<file path="config.mk">
export PLATFORM = sky130hd
export DESIGN_NAME = greedy_box_merge_flat
export DESIGN_NICKNAME = d
export VERILOG_FILES = /design/src/gbm_pkg.sv /design/src/gbm_if.sv /design/src/gbm_ram.sv /design/src/greedy_box_merge.sv /design/src/flat_wrapper.sv
export VERILOG_INCLUDE_DIRS = /design/src /design/src/src
export SDC_FILE = /design/constraint.sdc
export NUM_CORES = 2
export LEC_CHECK = 0
export ABC_AREA = 1
export BUFFER_PORTS_ARGS = -buffer_cell sky130_fd_sc_hd__buf_2
export CAP_MARGIN = 20
export CELL_PAD_IN_SITES_DETAIL_PLACEMENT = 1
export CELL_PAD_IN_SITES_GLOBAL_PLACEMENT = 2
export CORE_MARGIN = 2
export CORE_UTILIZATION = 44
export CTS_BUF_LIST = sky130_fd_sc_hd__clkbuf_16
export DETAILED_ROUTE_END_ITERATION = 10
export PLACE_DENSITY = 0.85
export SLEW_MARGIN = 20
export SYNTH_ARGS = -nofsm -noshare
export SYNTH_HDL_FRONTEND = slang
export SYNTH_SLANG_ARGS = --single-unit
</file>
<file path="constraint.sdc">
create_clock -name clk -period 6.2 [get_ports clk]
set_input_delay 0.31 -clock clk [delete_from_list [all_inputs] [get_ports clk]]
set_output_delay 0.31 -clock clk [all_outputs]
set_load 0.005 [all_outputs]
</file>
<file path="src/greedy_box_merge_macros.svh">
// Assertion macros for the box merge block.
// Included by the files that carry concurrent checks; no other dependencies.
`ifndef GREEDY_BOX_MERGE_MACROS_SVH
`define GREEDY_BOX_MERGE_MACROS_SVH

// Check a property on every rising edge, quiet while reset is held
`define GBM_ASSERT(name, clk, rst_n, prop, msg) \
  name: assert property (@(posedge clk) disable iff (!rst_n) prop) else $error(msg);

// Check a property on every rising edge, reset included
`define GBM_ASSERT_ALWAYS(name, clk, prop, msg) \
  name: assert property (@(posedge clk) prop) else $error(msg);

`endif

</file>
<file path="src/gbm_pkg.sv">
// Shared types, constants and helper functions of the box merge block.
// No dependencies; used by the channel interfaces and the top level.
package gbm_pkg;

  localparam int MAX_BOXES  = 32;
  localparam int COORD_BITS = 16;
  localparam int FIELD_W    = 16;
  localparam int MARGIN_W   = 12;
  localparam int IDX_W      = $clog2(MAX_BOXES);
  localparam int CNT_W      = $clog2(MAX_BOXES + 1);
  localparam int CMP_W      = FIELD_W + 2;
  localparam int ENTRY_W    = 4 * COORD_BITS + 1;

  typedef logic signed [COORD_BITS-1:0] coord_t;
  typedef logic [FIELD_W-1:0]           field_t;

  typedef struct packed {
    coord_t min_x;
    coord_t min_y;
    coord_t max_x;
    coord_t max_y;
    logic   vld;
  } box_t;

  typedef enum logic [2:0] {
    ST_LOAD,
    ST_OUTER,
    ST_SEED,
    ST_INNER,
    ST_EMIT
  } gbm_state_t;

  // Keep the low COORD_BITS of a port field as a signed coordinate
  function automatic coord_t to_coord(field_t v);
    return coord_t'(v[COORD_BITS-1:0]);
  endfunction

  // Sign-extend a coordinate back to port width
  function automatic field_t to_field(coord_t c);
    logic signed [FIELD_W-1:0] w;
    w = FIELD_W'(c);
    return field_t'(w);
  endfunction

  // Overlap of a box with the accumulator widened by the doubled margin
  function automatic logic overlaps(box_t acc, box_t b, logic [MARGIN_W:0] m2);
    logic signed [CMP_W-1:0] ms;
    logic                    hit;
    ms  = $signed({{(CMP_W-MARGIN_W-1){1'b0}}, m2});
    hit = 1'b1;
    if (CMP_W'(b.max_x) + ms < CMP_W'(acc.min_x)) hit = 1'b0;
    if (CMP_W'(b.min_x) - ms > CMP_W'(acc.max_x)) hit = 1'b0;
    if (CMP_W'(b.max_y) + ms < CMP_W'(acc.min_y)) hit = 1'b0;
    if (CMP_W'(b.min_y) - ms > CMP_W'(acc.max_y)) hit = 1'b0;
    return hit;
  endfunction

endpackage

</file>
<file path="src/gbm_if.sv">
// Request channels of the box merge block: box input, merged box output
// and the margin register write. Depends on gbm_pkg.
interface gbm_in_if;
  import gbm_pkg::*;
  logic   valid;
  logic   ready;
  field_t in_min_x;
  field_t in_min_y;
  field_t in_max_x;
  field_t in_max_y;
  logic   in_valid;
  logic   in_last;
  modport source (output valid, in_min_x, in_min_y, in_max_x, in_max_y, in_valid, in_last,
                  input ready);
  modport sink   (input valid, in_min_x, in_min_y, in_max_x, in_max_y, in_valid, in_last,
                  output ready);
endinterface

interface gbm_out_if;
  import gbm_pkg::*;
  logic   valid;
  logic   ready;
  field_t out_min_x;
  field_t out_min_y;
  field_t out_max_x;
  field_t out_max_y;
  logic   out_valid;
  logic   out_last;
  logic   out_overflow;
  modport source (output valid, out_min_x, out_min_y, out_max_x, out_max_y, out_valid,
                  out_last, out_overflow, input ready);
  modport sink   (input valid, out_min_x, out_min_y, out_max_x, out_max_y, out_valid,
                  out_last, out_overflow, output ready);
endinterface

interface gbm_cfg_if;
  import gbm_pkg::*;
  logic                valid;
  logic                ready;
  logic [MARGIN_W-1:0] merge_margin;
  modport source (output valid, merge_margin, input ready);
  modport sink   (input valid, merge_margin, output ready);
endinterface

</file>
<file path="src/gbm_ram.sv">
// Generic single-write, single-read synchronous RAM with registered read.
// No dependencies.
module gbm_ram #(
  parameter int WIDTH = 8,
  parameter int DEPTH = 16
) (
  input  logic                     clk,
  input  logic                     wr_en,
  input  logic [$clog2(DEPTH)-1:0] wr_addr,
  input  logic [WIDTH-1:0]         wr_data,
  input  logic                     rd_en,
  input  logic [$clog2(DEPTH)-1:0] rd_addr,
  output logic [WIDTH-1:0]         rd_data
);

  logic [WIDTH-1:0] mem [DEPTH];

  // Write port, registered read port
  always_ff @(posedge clk) begin
    if (wr_en) begin
      mem[wr_addr] <= wr_data;
    end
    if (rd_en) begin
      rd_data <= mem[rd_addr];
    end
  end

endmodule

</file>
<file path="src/greedy_box_merge.sv">
// Top level of the greedy box merge: box store, merge sequencer, output register.
// Depends on gbm_pkg, the channel interfaces, gbm_ram and the assertion macros.
//
// Usage:
//   in_chan  takes one box per request; in_last closes the list and starts the merge.
//            Up to MAX_BOXES boxes are kept; further boxes of the list are dropped and
//            reported through out_overflow on every merged box of that list.
//   out_chan gives one merged box per request; out_last marks the final one of a list.
//   cfg_chan writes merge_margin; it is always ready. Write it only while idle; the block does not enforce this.
// Sequence:
//   Loading stores one box per accepted request. The merge pass reads each seed box not
//   yet absorbed (ST_OUTER, then ST_SEED) and compares it with every later box in ST_INNER;
//   a skipped (already absorbed) seed is passed over in ST_OUTER, each result is loaded in
//   ST_EMIT. The pace is set by the single read port of the box store, which returns one box per cycle.
//   in_chan is not ready from the last box of a list until its final result is queued.
// Reset: synchronous, active low; the list is emptied and the margin set to zero.
//   No clearing pass is needed.
// Stall: a result waits in the output register; the sequencer carries on up to the
//   next result and then holds until the register frees.
`include "greedy_box_merge_macros.svh"

module greedy_box_merge (
  input  logic      clk,
  input  logic      rst_n,
  gbm_in_if.sink    in_chan,
  gbm_out_if.source out_chan,
  gbm_cfg_if.sink   cfg_chan
);
  import gbm_pkg::*;

  gbm_state_t          state_r, state_nxt;
  logic [CNT_W-1:0]    box_count_r, box_count_nxt;
  logic                overflow_r, overflow_nxt;
  logic [MAX_BOXES-1:0] taken_r, taken_nxt;
  logic [CNT_W-1:0]    outer_r, outer_nxt;
  logic [CNT_W-1:0]    inner_r, inner_nxt;
  logic                left_r, left_nxt;
  box_t                acc_r, acc_nxt;
  logic [MARGIN_W-1:0] margin_r;
  logic                out_vld_r, out_vld_nxt;
  box_t                out_box_r, out_box_nxt;
  logic                out_last_r, out_last_nxt;
  logic                out_ovf_r, out_ovf_nxt;

  logic                in_fire;
  logic                out_fire;
  logic                store_full;
  logic                wr_en;
  box_t                wr_box;
  logic                rd_en;
  logic [CNT_W-1:0]    rd_addr;
  logic [ENTRY_W-1:0]  rd_word;
  box_t                rd_box;
  logic [CNT_W-1:0]    outer_inc;
  logic [CNT_W-1:0]    inner_inc;
  logic                emit_load;

  assign in_chan.ready  = (state_r == ST_LOAD);
  assign cfg_chan.ready = 1'b1;
  assign in_fire        = in_chan.valid & in_chan.ready;
  assign out_fire       = out_vld_r & out_chan.ready;
  assign store_full     = (box_count_r >= CNT_W'(MAX_BOXES));
  assign outer_inc      = outer_r + CNT_W'(1);
  assign inner_inc      = inner_r + CNT_W'(1);

  // Write each accepted box into the store while there is room
  assign wr_en = in_fire & ~store_full;
  assign wr_box = '{min_x: to_coord(in_chan.in_min_x),
                    min_y: to_coord(in_chan.in_min_y),
                    max_x: to_coord(in_chan.in_max_x),
                    max_y: to_coord(in_chan.in_max_y),
                    vld:   in_chan.in_valid};

  gbm_ram #(
    .WIDTH (ENTRY_W),
    .DEPTH (MAX_BOXES)
  ) u_box_ram (
    .clk     (clk),
    .wr_en   (wr_en),
    .wr_addr (box_count_r[IDX_W-1:0]),
    .wr_data (wr_box),
    .rd_en   (rd_en),
    .rd_addr (rd_addr[IDX_W-1:0]),
    .rd_data (rd_word)
  );

  assign rd_box = box_t'(rd_word);

  // Hold the margin register
  always_ff @(posedge clk) begin
    if (!rst_n) begin
      margin_r <= '0;
    end else if (cfg_chan.valid && cfg_chan.ready) begin
      margin_r <= cfg_chan.merge_margin;
    end
  end

  // State register
  always_ff @(posedge clk) begin
    if (!rst_n) begin
      state_r <= ST_LOAD;
    end else begin
      state_r <= state_nxt;
    end
  end

  // Next state, store reads and merge datapath
  always_comb begin
    state_nxt     = state_r;
    box_count_nxt = box_count_r;
    overflow_nxt  = overflow_r;
    taken_nxt     = taken_r;
    outer_nxt     = outer_r;
    inner_nxt     = inner_r;
    left_nxt      = left_r;
    acc_nxt       = acc_r;
    rd_en         = 1'b0;
    rd_addr       = outer_r;
    emit_load     = 1'b0;

    case (state_r)
      ST_LOAD: begin
        if (in_fire) begin
          if (store_full) begin
            overflow_nxt = 1'b1;
          end else begin
            box_count_nxt = box_count_r + CNT_W'(1);
          end
          if (in_chan.in_last) begin
            outer_nxt = '0;
            state_nxt = ST_OUTER;
          end
        end
      end

      ST_OUTER: begin
        if (outer_r >= box_count_r) begin
          box_count_nxt = '0;
          overflow_nxt  = 1'b0;
          taken_nxt     = '0;
          state_nxt     = ST_LOAD;
        end else if (taken_r[outer_r[IDX_W-1:0]]) begin
          outer_nxt = outer_inc;
        end else begin
          rd_en     = 1'b1;
          rd_addr   = outer_r;
          taken_nxt[outer_r[IDX_W-1:0]] = 1'b1;
          state_nxt = ST_SEED;
        end
      end

      ST_SEED: begin
        acc_nxt  = rd_box;
        left_nxt = 1'b0;
        if (outer_inc < box_count_r) begin
          rd_en     = 1'b1;
          rd_addr   = outer_inc;
          inner_nxt = outer_inc;
          state_nxt = ST_INNER;
        end else begin
          state_nxt = ST_EMIT;
        end
      end

      ST_INNER: begin
        // Absorb the box read last cycle, or note that it stays for a later seed
        if (!taken_r[inner_r[IDX_W-1:0]]) begin
          if (overlaps(acc_r, rd_box, {margin_r, 1'b0})) begin
            taken_nxt[inner_r[IDX_W-1:0]] = 1'b1;
            if (acc_r.vld) begin
              if (rd_box.min_x < acc_r.min_x) acc_nxt.min_x = rd_box.min_x;
              if (rd_box.max_x > acc_r.max_x) acc_nxt.max_x = rd_box.max_x;
              if (rd_box.min_y < acc_r.min_y) acc_nxt.min_y = rd_box.min_y;
              if (rd_box.max_y > acc_r.max_y) acc_nxt.max_y = rd_box.max_y;
            end else begin
              acc_nxt = rd_box;
            end
          end else begin
            left_nxt = 1'b1;
          end
        end
        // Advance to the next box, streaming one read per cycle
        if (inner_inc < box_count_r) begin
          rd_en     = 1'b1;
          rd_addr   = inner_inc;
          inner_nxt = inner_inc;
        end else begin
          state_nxt = ST_EMIT;
        end
      end

      ST_EMIT: begin
        if (!out_vld_r || out_chan.ready) begin
          emit_load = 1'b1;
          if (left_r) begin
            outer_nxt = outer_inc;
            state_nxt = ST_OUTER;
          end else begin
            box_count_nxt = '0;
            overflow_nxt  = 1'b0;
            taken_nxt     = '0;
            state_nxt     = ST_LOAD;
          end
        end
      end

      default: begin
        state_nxt = ST_LOAD;
      end
    endcase
  end

  // Output register: drop on acceptance, load a finished accumulator
  always_comb begin
    out_vld_nxt  = out_vld_r & ~out_fire;
    out_box_nxt  = out_box_r;
    out_last_nxt = out_last_r;
    out_ovf_nxt  = out_ovf_r;
    if (emit_load) begin
      out_vld_nxt  = 1'b1;
      out_box_nxt  = acc_r;
      out_last_nxt = ~left_r;
      out_ovf_nxt  = overflow_r;
    end
  end

  // Control registers
  always_ff @(posedge clk) begin
    if (!rst_n) begin
      box_count_r <= '0;
      overflow_r  <= 1'b0;
      taken_r     <= '0;
      outer_r     <= '0;
      inner_r     <= '0;
      left_r      <= 1'b0;
      out_vld_r   <= 1'b0;
    end else begin
      box_count_r <= box_count_nxt;
      overflow_r  <= overflow_nxt;
      taken_r     <= taken_nxt;
      outer_r     <= outer_nxt;
      inner_r     <= inner_nxt;
      left_r      <= left_nxt;
      out_vld_r   <= out_vld_nxt;
    end
  end

  // Payload registers
  always_ff @(posedge clk) begin
    acc_r      <= acc_nxt;
    out_box_r  <= out_box_nxt;
    out_last_r <= out_last_nxt;
    out_ovf_r  <= out_ovf_nxt;
  end

  assign out_chan.valid        = out_vld_r;
  assign out_chan.out_min_x    = to_field(out_box_r.min_x);
  assign out_chan.out_min_y    = to_field(out_box_r.min_y);
  assign out_chan.out_max_x    = to_field(out_box_r.max_x);
  assign out_chan.out_max_y    = to_field(out_box_r.max_y);
  assign out_chan.out_valid    = out_box_r.vld;
  assign out_chan.out_last     = out_last_r;
  assign out_chan.out_overflow = out_ovf_r;

  // Checks
  `GBM_ASSERT(a_count_bound, clk, rst_n, box_count_r <= CNT_W'(MAX_BOXES), "box count past store depth")
  `GBM_ASSERT(a_inner_range, clk, rst_n, (state_r == ST_INNER) |-> (inner_r > outer_r && inner_r < box_count_r), "inner index outside the live range")
  `GBM_ASSERT(a_seed_taken, clk, rst_n, (state_r == ST_SEED) |-> taken_r[outer_r[IDX_W-1:0]], "seed box not marked taken")
  `GBM_ASSERT(a_list_cleared, clk, rst_n, (emit_load && !left_r) |=> (box_count_r == '0 && taken_r == '0 && state_r == ST_LOAD), "list not cleared after its final result")

endmodule
</file>
<file path="src/flat_wrapper.sv">
// flat-port wrapper written by rule: the top's interface ports become plain ports
module greedy_box_merge_flat import gbm_pkg::*;
  (clk, rst_n, in_chan_valid, in_chan_in_min_x, in_chan_in_min_y, in_chan_in_max_x, in_chan_in_max_y, in_chan_in_valid, in_chan_in_last, in_chan_ready, out_chan_valid, out_chan_out_min_x, out_chan_out_min_y, out_chan_out_max_x, out_chan_out_max_y, out_chan_out_valid, out_chan_out_last, out_chan_out_overflow, out_chan_ready, cfg_chan_valid, cfg_chan_merge_margin, cfg_chan_ready);
  gbm_in_if in_chan_i ();
  gbm_out_if out_chan_i ();
  gbm_cfg_if cfg_chan_i ();
  input  logic clk;
  input  logic rst_n;
  input wire logic [$bits(in_chan_i.valid)-1:0] in_chan_valid;
  input wire logic [$bits(in_chan_i.in_min_x)-1:0] in_chan_in_min_x;
  input wire logic [$bits(in_chan_i.in_min_y)-1:0] in_chan_in_min_y;
  input wire logic [$bits(in_chan_i.in_max_x)-1:0] in_chan_in_max_x;
  input wire logic [$bits(in_chan_i.in_max_y)-1:0] in_chan_in_max_y;
  input wire logic [$bits(in_chan_i.in_valid)-1:0] in_chan_in_valid;
  input wire logic [$bits(in_chan_i.in_last)-1:0] in_chan_in_last;
  output wire logic [$bits(in_chan_i.ready)-1:0] in_chan_ready;
  output wire logic [$bits(out_chan_i.valid)-1:0] out_chan_valid;
  output wire logic [$bits(out_chan_i.out_min_x)-1:0] out_chan_out_min_x;
  output wire logic [$bits(out_chan_i.out_min_y)-1:0] out_chan_out_min_y;
  output wire logic [$bits(out_chan_i.out_max_x)-1:0] out_chan_out_max_x;
  output wire logic [$bits(out_chan_i.out_max_y)-1:0] out_chan_out_max_y;
  output wire logic [$bits(out_chan_i.out_valid)-1:0] out_chan_out_valid;
  output wire logic [$bits(out_chan_i.out_last)-1:0] out_chan_out_last;
  output wire logic [$bits(out_chan_i.out_overflow)-1:0] out_chan_out_overflow;
  input wire logic [$bits(out_chan_i.ready)-1:0] out_chan_ready;
  input wire logic [$bits(cfg_chan_i.valid)-1:0] cfg_chan_valid;
  input wire logic [$bits(cfg_chan_i.merge_margin)-1:0] cfg_chan_merge_margin;
  output wire logic [$bits(cfg_chan_i.ready)-1:0] cfg_chan_ready;
  assign in_chan_i.valid = in_chan_valid;
  assign in_chan_i.in_min_x = in_chan_in_min_x;
  assign in_chan_i.in_min_y = in_chan_in_min_y;
  assign in_chan_i.in_max_x = in_chan_in_max_x;
  assign in_chan_i.in_max_y = in_chan_in_max_y;
  assign in_chan_i.in_valid = in_chan_in_valid;
  assign in_chan_i.in_last = in_chan_in_last;
  assign in_chan_ready = in_chan_i.ready;
  assign out_chan_valid = out_chan_i.valid;
  assign out_chan_out_min_x = out_chan_i.out_min_x;
  assign out_chan_out_min_y = out_chan_i.out_min_y;
  assign out_chan_out_max_x = out_chan_i.out_max_x;
  assign out_chan_out_max_y = out_chan_i.out_max_y;
  assign out_chan_out_valid = out_chan_i.out_valid;
  assign out_chan_out_last = out_chan_i.out_last;
  assign out_chan_out_overflow = out_chan_i.out_overflow;
  assign out_chan_i.ready = out_chan_ready;
  assign cfg_chan_i.valid = cfg_chan_valid;
  assign cfg_chan_i.merge_margin = cfg_chan_merge_margin;
  assign cfg_chan_ready = cfg_chan_i.ready;
  greedy_box_merge u_core (.clk(clk), .rst_n(rst_n), .in_chan(in_chan_i), .out_chan(out_chan_i), .cfg_chan(cfg_chan_i));
endmodule
</file>
* After elaboration in Yosys (flattened, before gate mapping) *
Memories as Yosys holds them, arrays and structs flattened. A register that Yosys moved wholly into a read port is not among the register bits.
Cells that the tools add are included.
W data, S select, Z words.

operators by class
  bitwise operators = 9
  divide/modulo/power cells = 0
  $lt $le $gt $ge = 16
  muxes and demuxes = 77
  multipliers = 0
  equal/unequal tests = 25
  reduce and logical (&&, ||, !) cells = 20
  $add $sub $neg = 7
  shift-type cells = 0

operators by type and width
  kind                   count
  $mux W32               6
  $mux W65               2
  $pmux W65 S2           1
  $pmux W32 S3           1
  $mux W6                13
  $mux W16               4
  $mux W64               1
  $or A32 B32 Y32        2
  $pmux W6 S3            2
  $add A16 B14 Y17       2
  $gt A17 B16 Y1         2
  $lt A17 B16 Y1         2
  $sub A16 B14 Y17       2
  $gt A16 B16 Y1         2
  $lt A16 B16 Y1         2
  $mux W1                28
  $mux W3                7
  $add A6 B1 Y6 const B  3
  $ne A2 B2 Y1 const B   9
  $reduce_and A6 Y1      3
  $reduce_and A4 Y1      4
  $pmux W3 S5            1
  $ne A2 B1 Y1 const B   7
  $lt A5 B6 Y1 const B   2
  other kinds (27)       46

word-level totals
  input bits = 83
  memory bits (read-only) = 0
  RAM bits = 2080
  bits in registers = 200
  bits in latches = 0
  memories = 1
  logic and storage cells = 176
  output and inout port bits = 70

memory list
  name                  words  width  read ports  clocked after memory_dff  write ports  line           source
  u_core.u_box_ram.mem  32     65     1           1                         1            gbm_ram.sv:16  logic [WIDTH-1:0] mem [DEPTH];

* Longest topological paths before layout *
  depth after elaboration = 11
  gate-level depth with buffers = 31
  depth with buffers taken out = 30

* Cells and area by module *
From an unflattened synthesis, not the netlist that was laid out.

second synthesis, totals
  cell total of the unflattened synthesis = 8727
  area total of the unflattened synthesis = 100037.2 um^2

modules (own cells, without submodules)
  module            area an instance (um^2)  instances  cells each
  gbm_ram           85310.6                  1          6866
  greedy_box_merge  14726.6                  1          1861

* Least setup slack after synthesis *
OpenSTA, ideal clock, no wires.

  path type = register -> register
  start point = reg u_core.margin_r[1]
  end point = reg u_core.acc_r[49] (netlist bit), enable pin
  buffers on the path = 0
  arrival = 4238 ps
  library setup time = 389 ps
  stages on the path, launching flop included = 26
  clock period less this slack = 4626 ps
  slack = 1574 ps
  cell sequence = dfxtp_1 > inv_1 > fa_1 > inv_1 > a31oi_1 > o21ai_0 > nand2_1 > nand2_1 > a21oi_1 > o21ai_0 > nand3_1 > xnor2_1 > ha_1 > nand2_1 > nor2_1 > and2_1 > nand3b_1 > nand3_1 > nand2_1 > nand2_1 > nand4_1 > nand2_1 > nand2_1 > nor2_1 > inv_1 > nor2_1

on the way
  cells in the longest elaborated chain, start to end = 10
  elaborated cells on any way between the ends = 16

ends and longest elaborated chain
  item                           line                     source
  from (decl)                    greedy_box_merge.sv:39   logic [MARGIN_W-1:0] margin_r;
  from (signal assigned)         greedy_box_merge.sv:94   margin_r <= cfg_chan.merge_margin;
  $add A16 B14 Y17               gbm_pkg.sv:51            if (CMP_W'(b.max_x) + ms < CMP_W'(acc.min_x)) hit = 1'b0;
  $lt A17 B16 Y1                 gbm_pkg.sv:51
  $mux W1                        gbm_pkg.sv:51
  $mux W1                        gbm_pkg.sv:52            if (CMP_W'(b.min_x) - ms > CMP_W'(acc.max_x)) hit = 1'b0;
  $mux W1                        gbm_pkg.sv:53            if (CMP_W'(b.max_y) + ms < CMP_W'(acc.min_y)) hit = 1'b0;
  $mux W1 *                      gbm_pkg.sv:54            if (CMP_W'(b.min_y) - ms > CMP_W'(acc.max_y)) hit = 1'b0;
  $mux W1 *                      greedy_box_merge.sv:167  if (!taken_r[inner_r[IDX_W-1:0]]) begin
  $mux W1 *                      greedy_box_merge.sv:121  case (state_r)
  $ne A2 B1 Y1 (no line) *       n/a
  $reduce_and A4 Y1 (no line) *  n/a
  to (signal assigned)           greedy_box_merge.sv:250  acc_r <= acc_nxt;
  to (decl)                      greedy_box_merge.sv:38   box_t acc_r, acc_nxt;

Mark *: on every way between the ends. The rest lies on a longest branch, timed or not. The select of a mux whose other input is x is not followed.
A chain may end at the register's enable or synchronous reset.

* Worst setup path after layout *
  start point = reg u_core.inner_r[1]
  end point = reg u_core.u_box_ram.rd_data[8], read port of u_core.u_box_ram.mem, data pin

on the way
  cells in the longest elaborated chain, start to end = 4
  elaborated cells on any way between the ends = 6

ends and longest elaborated chain
  item                                        line                     source
  from (decl)                                 greedy_box_merge.sv:36   logic [CNT_W-1:0] inner_r, inner_nxt;
  from (signal assigned)                      greedy_box_merge.sv:242  inner_r <= inner_nxt;
  $add A6 B1 Y6 *                             greedy_box_merge.sv:64   assign inner_inc = inner_r + CNT_W'(1);
  $lt A6 B6 Y1                                greedy_box_merge.sv:183  if (inner_inc < box_count_r) begin
  $mux W1 or $mux W5 (tied branches)          greedy_box_merge.sv:183
  $pmux W1 S3 or $pmux W5 S2 (tied branches)  greedy_box_merge.sv:121
  to (decl)                                   gbm_ram.sv:13            output logic [WIDTH-1:0] rd_data

Mark *: on every way between the ends. The rest lies on a longest branch, timed or not.

==> results_dict.tcl <==
set metrics [dict create \
    status "finished, final reports clean" \
    synth_fa_ha_area_share_pct 2.63 \
    cp-start-kind "flip-flop" \
    critical-path-max-stage-delay_ns 0.60 \
    crit_family "simple AND/OR/NAND/NOR gates" \
    swShare_pct 23.0 \
    synth_compound_area_share_pct 2.09 \
    synthFlopType "edfxtp_1" \
    multi_input_area_sq_um 27400 \
    combPwrFrac_pct 5.4 \
    synth.ff_latch_count 2345 \
    r2r_setup_slack_ns 0.41 \
    p_clk_share_pct 42.3 \
    fin_crit_sh_pct 93.5 \
    rows 175 \
    rsz0062_at_grt "no" \
    crit_cells 20 \
    synth_top_family_by_area "simple AND/OR/NAND/NOR gates" \
    die-height_um 482 \
    p_int_mw 25.9 \
    power_leakage_nw 40.9 \
    synth_xor_area_share_pct 0.505 \
    gp_congestion 0.889 \
    pwr-share-seq_pct 52.4 \
    layout-drive-gt1-share_pct 8.11 \
    crit_slowest_cell "nand2_1" \
    wirelength_um 352000 \
    dp_slack_ns -0.0314 \
    cts_buffers 238 \
    route.detailed.drc 0 \
    fin_skew_ns 0.0551 \
    ff_latch_area_sq_um 69700 \
    start_util_pct 44.2 \
    finalSetupViolations 0 \
    setup.worst_path.end "u_core.u_box_ram.rd_data[8]" \
    clk_pin_slew_ns 0.07 \
    crit_start "u_core.inner_r[1]" \
    cp.arrival_ns 6.40 \
    r2r_cells 20 \
    maxCapViolCount 0 \
    synth_fp_nets 9041 \
    cts_sinks 2345 \
    p_sw_mw 7.72 \
    synth.avg_cell_area_sq_um 11.5 \
    root_buffer "clkbuf_16" \
    synthesis.area_sq_um 101000 \
    firstDrtPassIters 6 \
    antenna_left 0 \
    vias 73800 \
    ys_warn_count 0 \
    final.fill_count 23600 \
    dieArea_sq_um 233000 \
    grt-ovfl-total 0 \
    required_ns 6.81 \
    yosysSeqAreaShare_pct 69.3 \
    htreeDepth 4 \
    final-hold-violation-count 0 \
    netlist_instances 8749 \
    synthSimpleGateAreaFrac_pct 21.7 \
    core_region_area_sq_um 227000 \
    synth_cell_type_count 46 \
    grt_max_degree 165 \
    synthMuxAreaShare_pct 0 \
    slew_headroom_pct 20.5 \
    grt_pass1_wl_um 511000 \
    period_minus_slack_ns 5.79 \
    maxSlewViolCount 0 \
    r2r-start "u_core.inner_r[1]" \
    power_density_nw_per_um2 295 \
    post-route-util_pct 50.1 \
    cp_cell_sequence "buf_4 -> ha_2 -> nand2_1 -> a211oi_1 -> ha_1 -> nand2_1 -> inv_1 -> a21oi_1 -> nand3_2 -> nand2_2 -> nand2_8 -> nand2_8 -> buf_4 -> buf_4 -> nand2_1 -> nand3_1 -> nand3_1 -> nand3_1 -> nand3_1 -> nand2_1" \
    hold_ws_ns 0.0710 \
    fin_ws_ns 0.405 \
    clk_latency_ns 0.92 \
    cts_tree "yes" \
    cts_max_path_buffers 3 \
    synthArstFlopShare_pct 0 \
    antenna_found_initial 30 \
    grt_pass1_vias 75000 \
    crit_type "reg2reg" \
    crit_buf_inv 4 \
    ir_drop_mv 0.372 \
    fmax_ghz 0.173 \
    area_growth_pct 13.3 \
    post-cts-setup-buffer-count 0 \
    drt_iter0_drc 8540 \
    avgRoutedWirePerCell_um 29.1 \
    drt-vias-per-instance 6.10 \
    grt_usage_pct 29.9 \
    port_buffers 151 \
    crit_fanout 45 \
    worstReg2RegEnd "u_core.u_box_ram.rd_data[8]" \
    endpoint_kind "flip-flop" \
    pin_count 153 \
    die_w_um 482 \
    synth_edf_count 2277 \
    worstMarginPinSlew_ns 1.19 \
    finalNetCount 9136 \
    dp_hpwl_um 192000 \
    hp-class "in2reg" \
]
[per-layer routing]
layer / up-vias / global-route usage (%) / wire length, um
li1: 31700 / - / -
met1: 37800 / 39.7 / 139000
met2: 3439 / 47.9 / 165000
met3: 809 / 6.03 / 32000
met4: 26 / 12.4 / 15100
met5: - / 0 / 176
[cells in the mapped netlist (all sizes together) (4+ instances only)]
cell type | instances | area (sq um)
nor2 | 168 | 636
a211oi | 6 | 45.0
o21ai | 124 | 632
nor3 | 16 | 80.1
clkbuf | 248 | 931
xor2 | 35 | 307
nand3b | 33 | 248
o21bai | 5 | 37.5
nand4 | 52 | 340
ha | 205 | 2560
inv | 354 | 1330
edfxtp | 2277 | 68400
a21o | 6 | 45.0
fa | 4 | 80.1
nand2 | 1859 | 7000
dfxtp | 68 | 1360
buf | 320 | 1570
a21boi | 4 | 30.0
a31oi | 40 | 250
and2 | 5 | 31.3
o21a | 8 | 60.1
nand3 | 2690 | 13500
a21oi | 185 | 926
xnor2 | 23 | 201
[worst reg2reg max path, delay by kind of cell, from the launching register on]
kind / cells / cell delay (ns)
AO/OA/AOI/OAI: 2 / 0.69
flip-flops: 1 / 0.31
adder cells (fa/ha/maj): 2 / 0.77
buffers and inverters: 4 / 1.29
AND/OR/NAND/NOR: 12 / 2.42
[state kept, by name, summed over array words and instances (netlist names)]
name / cells
u_core.taken_r: 32
u_core.out_chan.out_min_y: 16
u_core.u_box_ram.mem: 2080
u_core.margin_r: 12
u_core.state_r: 3
u_core.out_chan.out_valid: 1
u_core.left_r: 1
u_core.out_chan.valid: 1
u_core.out_chan.out_last: 1
u_core.acc_r: 65
u_core.u_box_ram.rd_data: 65
u_core.out_chan.out_max_y: 16
u_core.overflow_r: 1
u_core.out_chan.out_max_x: 16
u_core.box_count_r: 6
u_core.out_chan.out_min_x: 16
u_core.outer_r: 6
u_core.inner_r: 6
u_core.out_chan.out_overflow: 1
[cells by family (layout without fill, tap and decap cells)]
group / Yosys count / in the layout
buf+inv: 923 / 1224
other cells: 1 / 23
fa+ha+maj: 209 / 209
xor+xnor: 58 / 58
simple gates: 4825 / 4825
flops: 2345 / 2345
compound gates: 388 / 388
[worst min-delay path by stage]
| stage | slack [ns] | from | cells past startpoint | end |
|---|---|---|---|---|
| 4_1_cts | 0.0002 | cfg_chan_valid | 3 | u_core.margin_r[9] |
| 2_1_floorplan | 0.41 | u_core.overflow_r | 0 | u_core.out_chan.out_overflow |
| 6_report | 0.07 | cfg_chan_valid | 3 | u_core.margin_r[9] |
| 3_5_place_dp | 0.44 | u_core.acc_r[52] | 0 | u_core.out_chan.out_min_x[3] |
| 3_3_place_gp | 0.43 | u_core.acc_r[52] | 0 | u_core.out_chan.out_min_x[3] |
| 5_1_grt | 0.1 | cfg_chan_valid | 3 | u_core.margin_r[8] |
[area by class of cell]
class,count,area share [%]
Sequential cell,2345,61.2
Multi-Input combinational cell,5481,24.1
Clock buffer,239,5.25
Timing Repair Buffer,423,3.55
Tap cell,3009,3.30
Clock inverter,207,1.44
Inverter,355,1.20
Antenna cell,22,0.0483
[power groups by stage]
stage	Clock, mW	Sequential, mW	Combinational [mW]
after floorplan	0	17.9	0.942
after global placement	0	17.9	1.67
after detailed placement	0	17.9	1.73
after CTS	14.3	17.6	1.80
after global routing	14.9	17.6	1.98
final	14.2	17.6	1.81
[what timing repair did]
item / in CTS / in global routing
gates cloned: 0 / 0
hold buffers: 82 / 0
endpoints found under the hold margin: 2126 / 0
gates resized for setup: 2 / 2
setup endpoints to repair: 2 / 4
[layout by cell type, fill, tap and decap left out, drive strengths merged, types with 22 or more instances in the layout]
master,count
nand3,2690
dfxtp,68
ha,205
dlygate4sd3,82
nor2,168
edfxtp,2277
nand3b,33
clkinv,116
clkbuf,239
xor2,35
diode,22
buf,341
a21oi,185
nand4,52
nand2,1859
a31oi,40
o21ai,124
xnor2,23
inv,417
[stage by stage]
step | setup TNS, ns | instance area, sq um | power (mW) | std cells
floorplan | 0 | 101000 | 18.9 | 8749
global placement | 0 | 105000 | 19.6 | 11500
detailed placement | -0.0314 | 105000 | 19.7 | 11500
CTS | 0 | 114000 | 33.7 | 12100
global route | 0 | 114000 | 34.4 | 12100
finish | 0 | 114000 | 33.6 | 12100
Power figures use the tool's default switching activity.
